File: config.mk
export PLATFORM = sky130hd
export DESIGN_NAME = number_literal_lexer
export DESIGN_NICKNAME = d
export VERILOG_FILES = /design/src/rtl/core/nll_pkg.sv /design/src/rtl/core/nll_step.sv /design/src/rtl/core/number_literal_lexer.sv
export VERILOG_INCLUDE_DIRS = /design/src /design/src/rtl/core
export SDC_FILE = /design/constraint.sdc
export NUM_CORES = 1
export LEC_CHECK = 0
export BUFFER_PORTS_ARGS = -buffer_cell sky130_fd_sc_hd__buf_2
export CAP_MARGIN = 20
export CORE_MARGIN = 2
export CORE_UTILIZATION = 26
export DETAILED_ROUTE_END_ITERATION = 12
export PLACE_DENSITY_LB_ADDON = 0.12
export SYNTH_ARGS = -nofsm -noshare
export SYNTH_HDL_FRONTEND = slang
export SYNTH_HIERARCHICAL = 1
export SYNTH_SLANG_ARGS = --single-unit
File: constraint.sdc
create_clock -name clk -period 3.7 [get_ports clk]
set_input_delay 0 -clock clk [delete_from_list [all_inputs] [get_ports clk]]
set_output_delay 0 -clock clk [all_outputs]
set_load 0.05 [all_outputs]
File: src/rtl/core/assert_macros.svh
// assertion macros used by the top level of the literal lexer
`ifndef ASSERT_MACROS_SVH
`define ASSERT_MACROS_SVH
`ifndef SYNTHESIS
`define ASSERT_AT(label, clk, rst_n, prop) \
  label: assert property (@(posedge clk) disable iff (!rst_n) prop) \
    else $error("%m: assertion failed");
`define ASSERT_NEVER(label, clk, rst_n, cond) \
  `ASSERT_AT(label, clk, rst_n, !(cond))
`else
`define ASSERT_AT(label, clk, rst_n, prop)
`define ASSERT_NEVER(label, clk, rst_n, cond)
`endif
`endif

File: src/rtl/core/nll_pkg.sv
// shared types, codes and helpers of the numeric literal lexer
package nll_pkg;

  // longest literal length that the counters track
  localparam int LEN_MAX = 255;
  localparam int LEN_W   = $clog2(LEN_MAX + 1);
  localparam int NFLAGS  = 10;

  typedef logic [LEN_W-1:0] len_t;

  // request commands
  typedef enum logic [1:0] {
    CMD_BEGIN = 2'd0,
    CMD_CHAR  = 2'd1,
    CMD_END   = 2'd2,
    CMD_NOP   = 2'd3
  } cmd_t;

  // literal bases
  typedef enum logic [1:0] {
    RADIX_DEC = 2'd0,
    RADIX_HEX = 2'd1,
    RADIX_OCT = 2'd2,
    RADIX_BIN = 2'd3
  } radix_t;

  // class of the previous consumed character
  typedef enum logic [1:0] {
    CLS_NONE = 2'd0,
    CLS_SEP  = 2'd1,
    CLS_DOT  = 2'd2,
    CLS_SIGN = 2'd3
  } cls_t;

  // status codes
  localparam logic [3:0] ST_OK          = 4'd0;
  localparam logic [3:0] ST_FLOAT_IN_INT = 4'd11;

  // flag bit positions, one below the status code
  localparam int F_EXP_DOT    = 0;
  localparam int F_MULTI_DOT  = 1;
  localparam int F_SEP_MARKER = 2;
  localparam int F_SEP_SEP    = 3;
  localparam int F_SEP_DOT    = 4;
  localparam int F_SEP_END    = 5;
  localparam int F_EXP_EMPTY  = 6;
  localparam int F_EXP_CHAR   = 7;
  localparam int F_UNDERSCORE = 8;
  localparam int F_MANT_CHAR  = 9;

  // characters of interest
  localparam logic [7:0] CH_SEP   = 8'h27;
  localparam logic [7:0] CH_DOT   = 8'h2e;
  localparam logic [7:0] CH_UNDER = 8'h5f;
  localparam logic [7:0] CH_PLUS  = 8'h2b;
  localparam logic [7:0] CH_MINUS = 8'h2d;

  // literal state carried from character to character
  typedef struct packed {
    logic              active;
    radix_t            radix;
    cls_t              prev_class;
    logic              sep_at_start;
    logic              sign_window;
    logic [1:0]        exp_pos;
    logic              exp_has_digit;
    logic [1:0]        dot_count;
    logic [NFLAGS-1:0] error_flags;
    len_t              len_total;
    len_t              len_mantissa;
    logic              sep_after_dot;
  } nll_state_t;

  // one result
  typedef struct packed {
    logic [3:0] status;
    logic [7:0] total_len;
    logic [7:0] mantissa_len;
    logic       float_flag;
  } nll_result_t;

  // step outputs toward the register stage
  typedef struct packed {
    nll_state_t  state;
    logic        emit;
    nll_result_t result;
  } nll_step_t;

  // saturating length increment
  function automatic len_t nll_bump(len_t v);
    return (v < LEN_W'(LEN_MAX)) ? v + len_t'(1) : v;
  endfunction

  // clip a length to the 8-bit result field
  function automatic logic [7:0] nll_clip(len_t v);
    return (int'(v) > 255) ? 8'hff : 8'(v);
  endfunction

endpackage

File: src/rtl/core/nll_step.sv
// next-state and result logic for one request of the literal lexer
module nll_step (
  input  nll_pkg::nll_state_t state,
  input  logic [1:0]          cmd,
  input  logic [7:0]          ch,
  input  logic [1:0]          base,
  output nll_pkg::nll_step_t  step
);

  logic                      is_sep, is_dot, is_sign, is_digit, is_letter;
  logic                      is_marker, belongs, base_digit;
  logic [nll_pkg::NFLAGS-1:0] fin_flags;
  logic [3:0]                prio_status;
  logic                      lit_float;
  logic                      emit_now;
  nll_pkg::nll_state_t       nxt;
  nll_pkg::nll_state_t       clr;

  // character classes
  assign is_sep    = ch == nll_pkg::CH_SEP;
  assign is_dot    = ch == nll_pkg::CH_DOT;
  assign is_sign   = (ch == nll_pkg::CH_PLUS) || (ch == nll_pkg::CH_MINUS);
  assign is_digit  = (ch >= "0") && (ch <= "9");
  assign is_letter = ((ch >= "a") && (ch <= "z")) || ((ch >= "A") && (ch <= "Z"));

  // digit of the current base
  always_comb begin
    case (state.radix)
      nll_pkg::RADIX_DEC: base_digit = is_digit;
      nll_pkg::RADIX_HEX: base_digit = is_digit || ((ch >= "a") && (ch <= "f")) ||
                                       ((ch >= "A") && (ch <= "F"));
      nll_pkg::RADIX_OCT: base_digit = (ch >= "0") && (ch <= "7");
      default:            base_digit = (ch == "0") || (ch == "1");
    endcase
  end

  // exponent marker and membership
  assign is_marker = (state.exp_pos == 2'd0) &&
                     (((state.radix == nll_pkg::RADIX_DEC) && ((ch == "e") || (ch == "E"))) ||
                      ((state.radix == nll_pkg::RADIX_HEX) && ((ch == "p") || (ch == "P"))));
  assign belongs = is_marker || (state.sign_window && (is_sep || is_sign)) || is_letter ||
                   is_digit || (ch == nll_pkg::CH_UNDER) || is_dot || is_sep;

  // flags folded in at close, then priority pick
  always_comb begin
    fin_flags = state.error_flags;
    if (state.prev_class == nll_pkg::CLS_SEP) fin_flags[nll_pkg::F_SEP_END] = 1'b1;
    if ((state.exp_pos != 2'd0) && !state.exp_has_digit && !fin_flags[nll_pkg::F_EXP_CHAR])
      fin_flags[nll_pkg::F_EXP_EMPTY] = 1'b1;
    prio_status = nll_pkg::ST_OK;
    for (int k = nll_pkg::NFLAGS - 1; k >= 0; k--) begin
      if (fin_flags[k]) prio_status = 4'(k + 1);
    end
  end

  assign lit_float = (state.exp_pos != 2'd0) || (state.dot_count != 2'd0);

  // cleared literal for a begin request
  always_comb begin
    clr               = '0;
    clr.active        = 1'b1;
    clr.radix         = nll_pkg::radix_t'(base);
    clr.prev_class    = nll_pkg::CLS_NONE;
  end

  // state update
  always_comb begin
    nxt      = state;
    emit_now = 1'b0;
    case (nll_pkg::cmd_t'(cmd))
      nll_pkg::CMD_BEGIN: begin
        nxt = clr;
      end
      nll_pkg::CMD_END: begin
        if (state.active) begin
          emit_now   = 1'b1;
          nxt.active = 1'b0;
        end
      end
      nll_pkg::CMD_CHAR: begin
        if (state.active && !belongs) begin
          emit_now   = 1'b1;
          nxt.active = 1'b0;
        end else if (state.active && is_marker) begin
          if (state.prev_class == nll_pkg::CLS_SEP)
            nxt.error_flags[nll_pkg::F_SEP_MARKER] = 1'b1;
          nxt.exp_pos     = 2'd1;
          nxt.sign_window = 1'b1;
          nxt.prev_class  = nll_pkg::CLS_NONE;
          nxt.len_total   = nll_pkg::nll_bump(state.len_total);
        end else if (state.active) begin
          if (state.exp_pos != 2'd0) begin
            // exponent part
            if (is_sep && ((state.exp_pos == 2'd1) ||
                           ((state.exp_pos == 2'd2) && (state.prev_class == nll_pkg::CLS_SIGN))))
              nxt.error_flags[nll_pkg::F_SEP_MARKER] = 1'b1;
            if (is_dot) nxt.error_flags[nll_pkg::F_EXP_DOT] = 1'b1;
            if (!((state.exp_pos == 2'd1) && is_sign) && !is_sep) begin
              if (is_digit) nxt.exp_has_digit = 1'b1;
              else          nxt.error_flags[nll_pkg::F_EXP_CHAR] = 1'b1;
            end
            nxt.sign_window = state.sign_window && is_sep;
            nxt.exp_pos     = (state.exp_pos < 2'd3) ? state.exp_pos + 2'd1 : 2'd3;
          end else begin
            // mantissa part
            if ((state.prev_class == nll_pkg::CLS_SEP) && state.sep_after_dot)
              nxt.error_flags[nll_pkg::F_SEP_DOT] = 1'b1;
            if (is_dot) begin
              if ((state.prev_class == nll_pkg::CLS_SEP) && !state.sep_at_start)
                nxt.error_flags[nll_pkg::F_SEP_DOT] = 1'b1;
              if (state.dot_count != 2'd0) nxt.error_flags[nll_pkg::F_MULTI_DOT] = 1'b1;
              if (state.dot_count < 2'd3) nxt.dot_count = state.dot_count + 2'd1;
            end
            if (is_sep) begin
              nxt.sep_at_start  = state.len_mantissa == '0;
              nxt.sep_after_dot = state.prev_class == nll_pkg::CLS_DOT;
            end
            if (!is_sep && !is_dot && !base_digit)
              nxt.error_flags[nll_pkg::F_MANT_CHAR] = 1'b1;
            nxt.len_mantissa = nll_pkg::nll_bump(state.len_mantissa);
          end
          // checks common to both parts
          if (is_sep && (state.prev_class == nll_pkg::CLS_SEP))
            nxt.error_flags[nll_pkg::F_SEP_SEP] = 1'b1;
          if (ch == nll_pkg::CH_UNDER) nxt.error_flags[nll_pkg::F_UNDERSCORE] = 1'b1;
          nxt.prev_class = is_sep  ? nll_pkg::CLS_SEP  :
                           is_dot  ? nll_pkg::CLS_DOT  :
                           is_sign ? nll_pkg::CLS_SIGN : nll_pkg::CLS_NONE;
          nxt.len_total  = nll_pkg::nll_bump(state.len_total);
        end
      end
      default: begin
        nxt = state;
      end
    endcase
  end

  // result fields
  always_comb begin
    step.state               = nxt;
    step.emit                = emit_now;
    step.result.status       = ((prio_status == nll_pkg::ST_OK) && lit_float && state.radix[1]) ?
                               nll_pkg::ST_FLOAT_IN_INT : prio_status;
    step.result.total_len    = nll_pkg::nll_clip(state.len_total);
    step.result.mantissa_len = nll_pkg::nll_clip(state.len_mantissa);
    step.result.float_flag   = lit_float;
  end

endmodule

File: src/rtl/core/number_literal_lexer.sv
// top level of the numeric literal lexer: request and result registers around the step logic
//
// Requests arrive on in_* (cmd, ch, base) with in_valid/in_stall; a request is
// taken at a clock edge where in_valid is high and in_stall is low. A begin
// request opens a literal in the given base, character requests extend it, and
// the first character that does not belong or an end request closes it and
// produces one result on out_* (status, total_len, mantissa_len, float_flag).
// The terminating character itself is dropped.
// A closing request is loaded into the request register when it is taken, and its
// result is loaded into the result register when that request advances.
// Throughput: one request per cycle unless out_stall holds a result; the literal state
// is updated by one pass of the step logic between the request and result registers.
// When the receiver holds out_stall with a result pending, the request stage
// holds its request and in_stall rises; the result stays put until taken.
// Reset (rst_n low, synchronous) empties both stages and leaves no literal
// open, so characters and end requests are ignored until a begin.
`include "assert_macros.svh"

module number_literal_lexer (
  input  logic       clk,
  input  logic       rst_n,
  input  logic       in_valid,
  output logic       in_stall,
  input  logic [1:0] in_cmd,
  input  logic [7:0] in_ch,
  input  logic [1:0] in_base,
  output logic       out_valid,
  input  logic       out_stall,
  output logic [3:0] out_status,
  output logic [7:0] out_total_len,
  output logic [7:0] out_mantissa_len,
  output logic       out_float_flag
);

  logic                  in_valid_r;
  logic [1:0]            in_cmd_r;
  logic [7:0]            in_ch_r;
  logic [1:0]            in_base_r;
  nll_pkg::nll_state_t   state_r;
  logic                  out_valid_r;
  nll_pkg::nll_result_t  result_r;
  nll_pkg::nll_step_t    step;
  logic                  advance;
  logic                  in_take;

  // request stage moves on when the result slot is free or being emptied
  assign advance  = in_valid_r && (!out_valid_r || !out_stall);
  assign in_stall = in_valid_r && !advance;
  assign in_take  = in_valid && !in_stall;

  nll_step u_step (
    .state (state_r),
    .cmd   (in_cmd_r),
    .ch    (in_ch_r),
    .base  (in_base_r),
    .step  (step)
  );

  // request register
  always_ff @(posedge clk) begin
    if (!rst_n) begin
      in_valid_r <= 1'b0;
    end else if (in_take) begin
      in_valid_r <= 1'b1;
    end else if (advance) begin
      in_valid_r <= 1'b0;
    end
  end

  always_ff @(posedge clk) begin
    if (in_take) begin
      in_cmd_r  <= in_cmd;
      in_ch_r   <= in_ch;
      in_base_r <= in_base;
    end
  end

  // literal state, reset to decimal with no previous class
  always_ff @(posedge clk) begin
    if (!rst_n) begin
      state_r <= '0;
    end else if (advance) begin
      state_r <= step.state;
    end
  end

  // result register
  always_ff @(posedge clk) begin
    if (!rst_n) begin
      out_valid_r <= 1'b0;
    end else if (advance) begin
      out_valid_r <= step.emit;
    end else if (!out_stall) begin
      out_valid_r <= 1'b0;
    end
  end

  always_ff @(posedge clk) begin
    if (advance && step.emit) begin
      result_r <= step.result;
    end
  end

  assign out_valid        = out_valid_r;
  assign out_status       = result_r.status;
  assign out_total_len    = result_r.total_len;
  assign out_mantissa_len = result_r.mantissa_len;
  assign out_float_flag   = result_r.float_flag;

  // a closed literal leaves no literal open
  `ASSERT_AT(a_emit_closes, clk, rst_n, (advance && step.emit) |=> !state_r.active)
  // the whole literal is never shorter than its mantissa
  `ASSERT_NEVER(a_len_order, clk, rst_n, state_r.len_mantissa > state_r.len_total)
  // no exponent digit or sign window without an exponent
  `ASSERT_NEVER(a_exp_flags, clk, rst_n,
                (state_r.exp_pos == 2'd0) && (state_r.exp_has_digit || state_r.sign_window))
  // a repeated point needs an earlier point
  `ASSERT_NEVER(a_dot_flag, clk, rst_n,
                (state_r.dot_count == 2'd0) && state_r.error_flags[nll_pkg::F_MULTI_DOT])

endmodule

## Yosys cells after proc, flatten, opt, wreduce, memory -nomap -nowiden

Cells that the tools add are included.

- Register bits after elaboration: 72
- Input bits: 16
- Output and inout bits: 23
- Word-level logic and storage cells: 244

- Add/subtract/negate cells: 4
- $lt $le $gt $ge: 13
- Equality and inequality tests: 42
- Mux-type cells: 71
- Reductions and logical operators: 86

Operator list:

| operator | number |
|---|---|
| $eq A8 B6 Y1 const B | 6 |
| $mux W22 | 2 |
| $mux W4 | 11 |
| $pmux W22 S2 | 1 |
| $eq A8 B7 Y1 const B | 5 |
| $reduce_and A7 Y1 | 5 |
| $mux W1 | 34 |
| $le A8 B7 Y1 const B | 4 |
| $reduce_and A8 Y1 | 4 |
| $logic_and A1 B1 Y1 | 30 |
| $ne A2 B1 Y1 const B | 13 |
| $mux W12 | 2 |
| $mux W8 | 3 |
| $pmux W12 S2 | 1 |
| $logic_or A1 B1 Y1 | 18 |
| $mux W2 | 9 |
| $mux W9 | 2 |
| $reduce_and A6 Y1 | 3 |
| $add A8 B1 Y8 const B | 2 |
| $ge A8 B7 Y1 const B | 2 |
| $le A8 B6 Y1 const B | 2 |
| $lt A8 B8 Y1 const B | 2 |
| $logic_not A1 Y1 | 12 |
| $eq A2 B2 Y1 const B | 5 |
| other kinds (21) | 38 |

## Logic depth before layout (Yosys ltp)

Gate-level depths: netlist (run 1).

- Word-level depth: 16
- Depth in mapped cells: 10
- Depth with buffers taken out: 9

## Modules after synthesis

Netlist (run 1), hierarchy kept.

By module, submodules not included:

| module | times used | cells each | area each (µm²) | seq. area each (µm²) |
|---|---|---|---|---|
| number_literal_lexer | 1 | 212 | 2623.8 | 1811.7 |
| nll_step | 1 | 264 | 1705.4 | 0.0 |

## Least setup slack after synthesis (run 1)

OpenSTA, ideal clock, no wires.

- Kind: reg-to-reg
- Start point: register in_ch_r[2]
- End point: register result_r, in the netlist out_float_flag, enable pin
- Library setup time: 0.406 ns
- Data arrival time: 2.829 ns
- Required time: 3.294 ns
- Setup slack: 0.465 ns
- Stages on the path, launching flop included: 10
- Buffers on the path: 1
- Clock period less this slack: 3.235 ns
- Cell sequence: edfxtp_1 or4_4 o21ai_2 a31oi_2 nor3_1 a21oi_1 nor2_1 buf_4 nand2_1 a21oi_1

- Longest elaborated chain between the ends: 16
- Elaborated cells between the ends (all ways): 39
- Classes of those cells: 6 x order compare; 9 x eq/ne; 2 x mux; 22 x reduce/logical

Ends and longest elaborated chain:

| element | line | source |
|---|---|---|
| start, declared | number_literal_lexer.sv:37 | `logic [7:0] in_ch_r;` |
| start signal, assigned | number_literal_lexer.sv:73 | `in_ch_r <= in_ch;` |
| parallel branches: the longest is 10 deep, another holds $ge A8 B7 Y1 | n/a |  |
| $logic_or A1 B1 Y1 (*) | nll_step.sv:42 | `is_digit \|\| (ch == nll_pkg::CH_UNDER) \|\| is_dot \|\| is_sep;` |
| $logic_not A1 Y1 (*) | nll_step.sv:81 | `if (state.active && !belongs) begin` |
| $logic_and A1 B1 Y1 (*) | nll_step.sv:81 |  |
| $mux W1 (*) | nll_step.sv:81 |  |
| $pmux W1 S2 (*) | nll_step.sv:70 | `case (nll_pkg::cmd_t'(cmd))` |
| via u_step.emit_now | nll_step.sv:15 | `logic emit_now;` |
| $logic_and A1 B1 Y1 (*) | number_literal_lexer.sv:99 | `if (advance && step.emit) begin` |
| end signal, assigned | number_literal_lexer.sv:100 | `result_r <= step.result;` |
| end, declared | number_literal_lexer.sv:41 | `nll_pkg::nll_result_t result_r;` |

Mark *: on every way through the listed nets, which the timed path passes.
A chain may end at the register's enable or synchronous reset.

## Final worst setup path (run 1)

- Start point: register in_ch_r[1]
- End point: register state_r[6] in the netlist's numbering

- Longest elaborated chain between the ends: 15
- Elaborated cells between the ends (all ways): 40
- Classes of those cells: 6 x order compare; 11 x eq/ne; 23 x reduce/logical

Ends and longest elaborated chain:

| element | line | source |
|---|---|---|
| parallel branches: the longest is 14 deep, another holds $ge A8 B7 Y1 | n/a |  |
| $reduce_and A7 Y1 (no source line) (*) | n/a |  |
| end signal, assigned | number_literal_lexer.sv:83 | `state_r <= step.state;` |
| end, declared | number_literal_lexer.sv:39 | `nll_pkg::nll_state_t state_r;` |

Every way passes the cells marked *.

==> results of run 1 <==
synth_stat cells (4+ instances only):
master      n
nor4b_1     5
dfxtp_1    41
o211ai_1    4
a32o_1      4
edfxtp_1   33
buf_2       6
o311ai_0    4
buf_4      24
nand3_1    14
nand2_1   123
nor2_1     13
clkbuf_1   12
inv_1      10
nor3_1     14
ha_1        7
mux2i_1    50
o21ai_0    14
o41ai_1     4
nor2b_1     7
or3_1       5
or2_2       4
and3_1      4
nand4_1     5
o31ai_1     4
a21oi_1    12
sequential cells by signal, indices dropped and copies added (netlist names):
name / count
in_cmd_r: 2
in_valid_r: 1
out_total_len: 8
out_float_flag: 1
in_base_r: 2
state_r: 39
out_valid: 1
in_ch_r: 8
out_mantissa_len: 8
out_status: 4
worst paths after layout:
kind / from / end / slack (ps)
setup / recovery: in_ch_r[1]$_DFFE_PP_ / state_r[6]$_SDFFE_PN0P_ / 870
hold reg to reg: state_r[33]$_SDFFE_PN0P_ / state_r[33]$_SDFFE_PN0P_ / 480
hold / removal: rst_n / state_r[12]$_SDFFE_PN0P_ / 330
setup reg to reg: in_ch_r[1]$_DFFE_PP_ / state_r[6]$_SDFFE_PN0P_ / 870
per-stage QoR:
stage / hold slack (ps) / instances
after floorplan: 98.9 / 476
after CTS: 341 / 725
after global routing: 350 / 725
final: 333 / 725
after detailed placement: 178 / 695
after global placement: 177 / 695
area by class of cell:
type / count / share of cell area
clock buffer: 10 / 0.0459
multi-input combinational: 347 / 0.440
sequential: 74 / 0.363
clock inverter: 6 / 0.0130
inverter: 10 / 0.00752
tap: 220 / 0.0551
timing repair buffer: 58 / 0.0752
worst max-delay path: cells and delay by family, from the launching register on:
kind	cells	cell delay, ps
AND/OR/NAND/NOR	5	1360
flip-flops	1	600
AO/OA/AOI/OAI	1	410
multiplexers	2	380
logic make-up after synthesis:
family,Yosys count,share of synthesized area
muxes,52,0.121
and+or+nand+nor,215,0.239
adders and majority gates,7,0.0202
AOI/OAI and AO/OA,70,0.119
DFF,74,0.418
buffers and inverters,55,0.0763
xor gates and xnor gates,3,0.00607
report_power, final:
| part | leakage, uW | switching [uW] | internal [uW] |
|---|---|---|---|
| logic | 0.000946 | 61.0 | 44.2 |
| registers | 0.000640 | 15.1 | 860 |
| clock network | 0.000143 | 359 | 523 |
what timing repair did:
| action | CTS | global route |
|---|---|---|
| hold buffers | 14 | 0 |
| setup endpoints to repair | 0 | 0 |
| hold endpoints to repair | 14 | 0 |
routing by layer:
layer  up-vias  routed length (um)  GRT usage
met2        69                4860      0.201
met3        12                 430     0.0310
met1      1601                4980      0.166
li1       1733                   -          -
met4         0                 214     0.0526
met5         -                   0          0
==> flow_summary.ini, run 1 <==
[synthesis]
synth_warnings = 6
synth_area_leader_cell = edfxtp_1
synth_edf_count = 33
synthCells = 476
syn_area_um2 = 4330
syn-num-nets = 499
yosys-top-cells-area = edfxtp_1 (23%), dfxtp_1 (19%), mux2i_1 (12%)
postSynthAreaPerCell_um2 = 9.09
synth_seq_cells = 74
async_flop_share = 0
ys_seq_area_frac = 0.418
synth_top_area_share = 0.229
synth.distinct_cells = 60
synth_flop_cell = dfxtp_1

[clocking]
cts-resized-gates = 0
clock-sinks = 74
clockRootBuffer = clkbuf_16
cts_tree = yes
path_clk_slew_ps = 60
cts_buffers = 9
h-tree-depth = 3
clk_path_buf_depth = 2
insertion_delay_ps = 350
post_cts_buffers = 0

[sta]
rsz0062_at_grt = no
period_needed_ps = 2830
layout_setup_ws_ps = 869
worst_slew_pin_slew_ps = 956
fmax_mhz = 353
setup_viol_count_final = 0
finalMaxSlewViolations = 0
fin_crit_sh = 0.765
fin_skew_ps = 9.65
fin_setup_tns_ps = 0
slew_headroom = 0.361
hold_violations = 0

[routing]
wirelength_um = 10500
drc = 0
first_pass_iters = 4
ant_nets = 0
wire_per_inst_um = 14.5
drtIter0Drc = 186
num_vias = 3415
vias_per_cell = 4.71

[flow_run]
max_cap_violations = 0

[placement]
place_ws_ps = 865
dp_hpwl_um = 7100
place_area_um2 = 4560
place_congestion = 0.765
io_buffers = 38

[finish]
finalInstanceArea_um2 = 4990
layout-drive-gt1-share = 0.147
n_antenna_cell = 0
final_util = 0.304
layout_commonest_cell = nand2_1
syn2layout_area_growth_pct = 15.3
layout_common_cells = nand2_1 (123), mux2i_1 (50), dfxtp_1 (41), buf_2 (38), edfxtp_1 (33)
fill_cells = 1712
multi_input_area_um2 = 2200
regArea_um2 = 1810
nets = 523

[critical_path]
worstPathRequired_ps = 3970
cpPeakStageDelay_ps = 600
critPathLaunchType = flip-flop
path_max_fanout = 17
critPathCaptureType = flip-flop
path_class = reg2reg
rr_worst_depth = 8
critPathSlowestCell = edfxtp_1
crit_chain = or4_4, nor3_1, o21ai_0, nand2_1, nor4b_1, mux2i_1, nand2_1, mux2i_1
arrival_ps = 3100

[floorplan]
ios = 39
core_area_um2 = 16400
die_h_um = 133
dieWidth_um = 133
rows = 47
fp.dieArea_um2 = 17700
initial_core_util = 0.264

[global_routing]
track_usage = 0.127
grt_pass1_vias = 3298
grt_overflow = 0
grt_pass1_wl_um = 17600
antenna_found_initial = 0
grt_max_degree = 55

[power_and_ir_drop]
p_total_uw = 1860
p_per_area_nw_per_um2 = 373
ir_worst_vdd_mv = 0.279
p_leak_uw = 0.00173

[outcome]
status = completed

[hold_path]
hold_depth = 3
min-delay-path-class = in2reg
No activity file was read; power rests on OpenSTA's default activity.
==> run 2, diff against run 1 <==
Clock period 3.7 ns to 2.5 ns, I/O delays scaled along.
==> run 2 against run 1 <==
Against the previous run: the run now ends with setup timing left; clock power increased by 55%; non-clock buffer count up 35; highest routed layer unchanged; critical path depth rose by 1; die area is the same; first-iteration DRC count is 30% higher; routed wire length grew 7.3%; sequential cell count is the same; largest power group unchanged; cell count increased by 4.8%.
==> flow_summary.ini, run 2 (synthesis gave the netlist of run 1 again) <==
[floorplan]
rows = 47
ios = 39
initial_core_util = 0.264
dieWidth_um = 133
fp.dieArea_um2 = 17700
die_h_um = 133
core_area_um2 = 16400

[sta]
layout_setup_ws_ps = -33.9
finalMaxSlewViolations = 0
fmax_mhz = 395
rsz0062_at_grt = yes
slew_headroom = 0.510
hold_violations = 0
worst_slew_pin_slew_ps = 735
fin_crit_sh = 1.01
period_needed_ps = 2530
setup_viol_count_final = 21
fin_skew_ps = 6.81

[critical_path]
worstPathRequired_ps = 2570
critPathLaunchType = flip-flop
path_max_fanout = 5
path_class = reg2reg
crit_chain = or4_4, o21ai_4, a31oi_4, nor3_2, a21oi_1, nor2_1, nand2_1, a21oi_4, clkbuf_16
critPathCaptureType = flip-flop
critPathSlowestCell = or4_4
arrival_ps = 2600
cpPeakStageDelay_ps = 590

[placement]
io_buffers = 38
place_congestion = 0.811
dp_hpwl_um = 7130
place_ws_ps = 7.15

[clocking]
h-tree-depth = 3
clockRootBuffer = clkbuf_16
path_clk_slew_ps = 60
clk_path_buf_depth = 2
insertion_delay_ps = 350
cts_buffers = 9
clock-sinks = 74
cts_tree = yes

[finish]
largest_register = state_r
syn2layout_area_growth_pct = 26.7
nets = 558
n_antenna_cell = 0
layout_commonest_cell = nand2_1
largest_reg_flops = 39
fill_cells = 1707
layout-drive-gt1-share = 0.231
layout_common_cells = nand2_1 (122), mux2i_1 (50), dfxtp_1 (41), buf_2 (38), edfxtp_1 (33)

[outcome]
violations = setup timing
status = finished with violations

[hold_path]
min-delay-path-class = in2reg

[routing]
wire_per_inst_um = 14.8
num_vias = 3596
drtIter0Drc = 241
wirelength_um = 11200
first_pass_iters = 5
ant_nets = 0
vias_per_cell = 4.73
drc = 0

[global_routing]
grt_pass1_vias = 3334
grt_max_degree = 40
grt_pass1_wl_um = 17200
grt_overflow = 0
track_usage = 0.125
antenna_found_initial = 0

[power_and_ir_drop]
ir_worst_vdd_mv = 0.453
p_per_area_nw_per_um2 = 521
p_total_uw = 2850
p_leak_uw = 0.00196

[flow_run]
max_cap_violations = 0
-- run 2: changes by cell type in the layout (fill, tap and decap cells not counted), sizes merged --
| cell | previous run | this run |
|---|---|---|
| inv | 11 | 10 |
| clkbuf | 10 | 12 |
| buf | 44 | 77 |
| clkinv | 3 | 4 |
-- run 2: cell type report --
cell class,count,area [um^2],share of cell area
Timing Repair Buffer,93,733,0.134
Tap cell,220,275,0.0502
Clock buffer,10,250,0.0456
Multi-Input combinational cell,347,2310,0.422
Sequential cell,74,1810,0.330
Clock inverter,6,63.8,0.0116
Inverter,10,37.5,0.00684
-- run 2: metal layers --
metal,share of wire,wire [um],up-vias,global-route usage
li1,-,-,1805,-
met1,0.48,5360,1703,0.157
met2,0.47,5290,72,0.200
met3,0.031,353,16,0.0333
met4,0.022,242,0,0.0579
met5,0,0,-,0
-- run 2: path summary, 6_finish.rpt --
| check | startpoint | to | slack, ps | depth (start not counted) |
|---|---|---|---|---|
| worst max-delay path | in_ch_r[2]$_DFFE_PP_ | out_mantissa_len[3]$_DFFE_PP_ | -30 | 9 |
| worst min-delay path | rst_n | state_r[1]$_SDFFE_PN0P_ | 100 | 3 |
| worst max register to register | in_ch_r[2]$_DFFE_PP_ | out_mantissa_len[3]$_DFFE_PP_ | -30 | 9 |
| worst min register to register | state_r[29]$_SDFFE_PN0P_ | state_r[29]$_SDFFE_PN0P_ | 490 | 2 |
-- run 2: repair_timing --
action	4_1_cts	5_1_grt
setup buffers	0	11
hold endpoints to repair	14	0
cloned	0	3
hold buffers	14	0
pin swaps	0	14
resized for setup	1	28
setup endpoints to repair	15	44
-- run 2: metrics by stage --
step | area, um^2 | hold slack (ps) | utilization | TNS (ps) | cells
floorplan | 4350 | 98.9 | - | 0 | 476
global placement | 4770 | 177 | 0.290 | 0 | 716
detailed placement | 4770 | 178 | 0.290 | 0 | 716
CTS | 5230 | 92.2 | 0.318 | 0 | 746
global route | 5480 | 127 | 0.334 | -3520 | 760
finish | 5480 | 101 | 0.334 | -367 | 760
-- run 2: critical path, delay by kind of cell (launching register included) --
kind | cells | cell delay (ps)
compound gates | 4 | 600
flops | 1 | 450
simple gates | 4 | 980
buf+inv | 1 | 220
-- run 2: where the power goes --
| group | switching [uW] | total (uW) | internal [uW] |
|---|---|---|---|
| clock | 539 | 1370 | 831 |
| sequential | 14.3 | 1290 | 1270 |
| combinational | 110 | 199 | 88.7 |
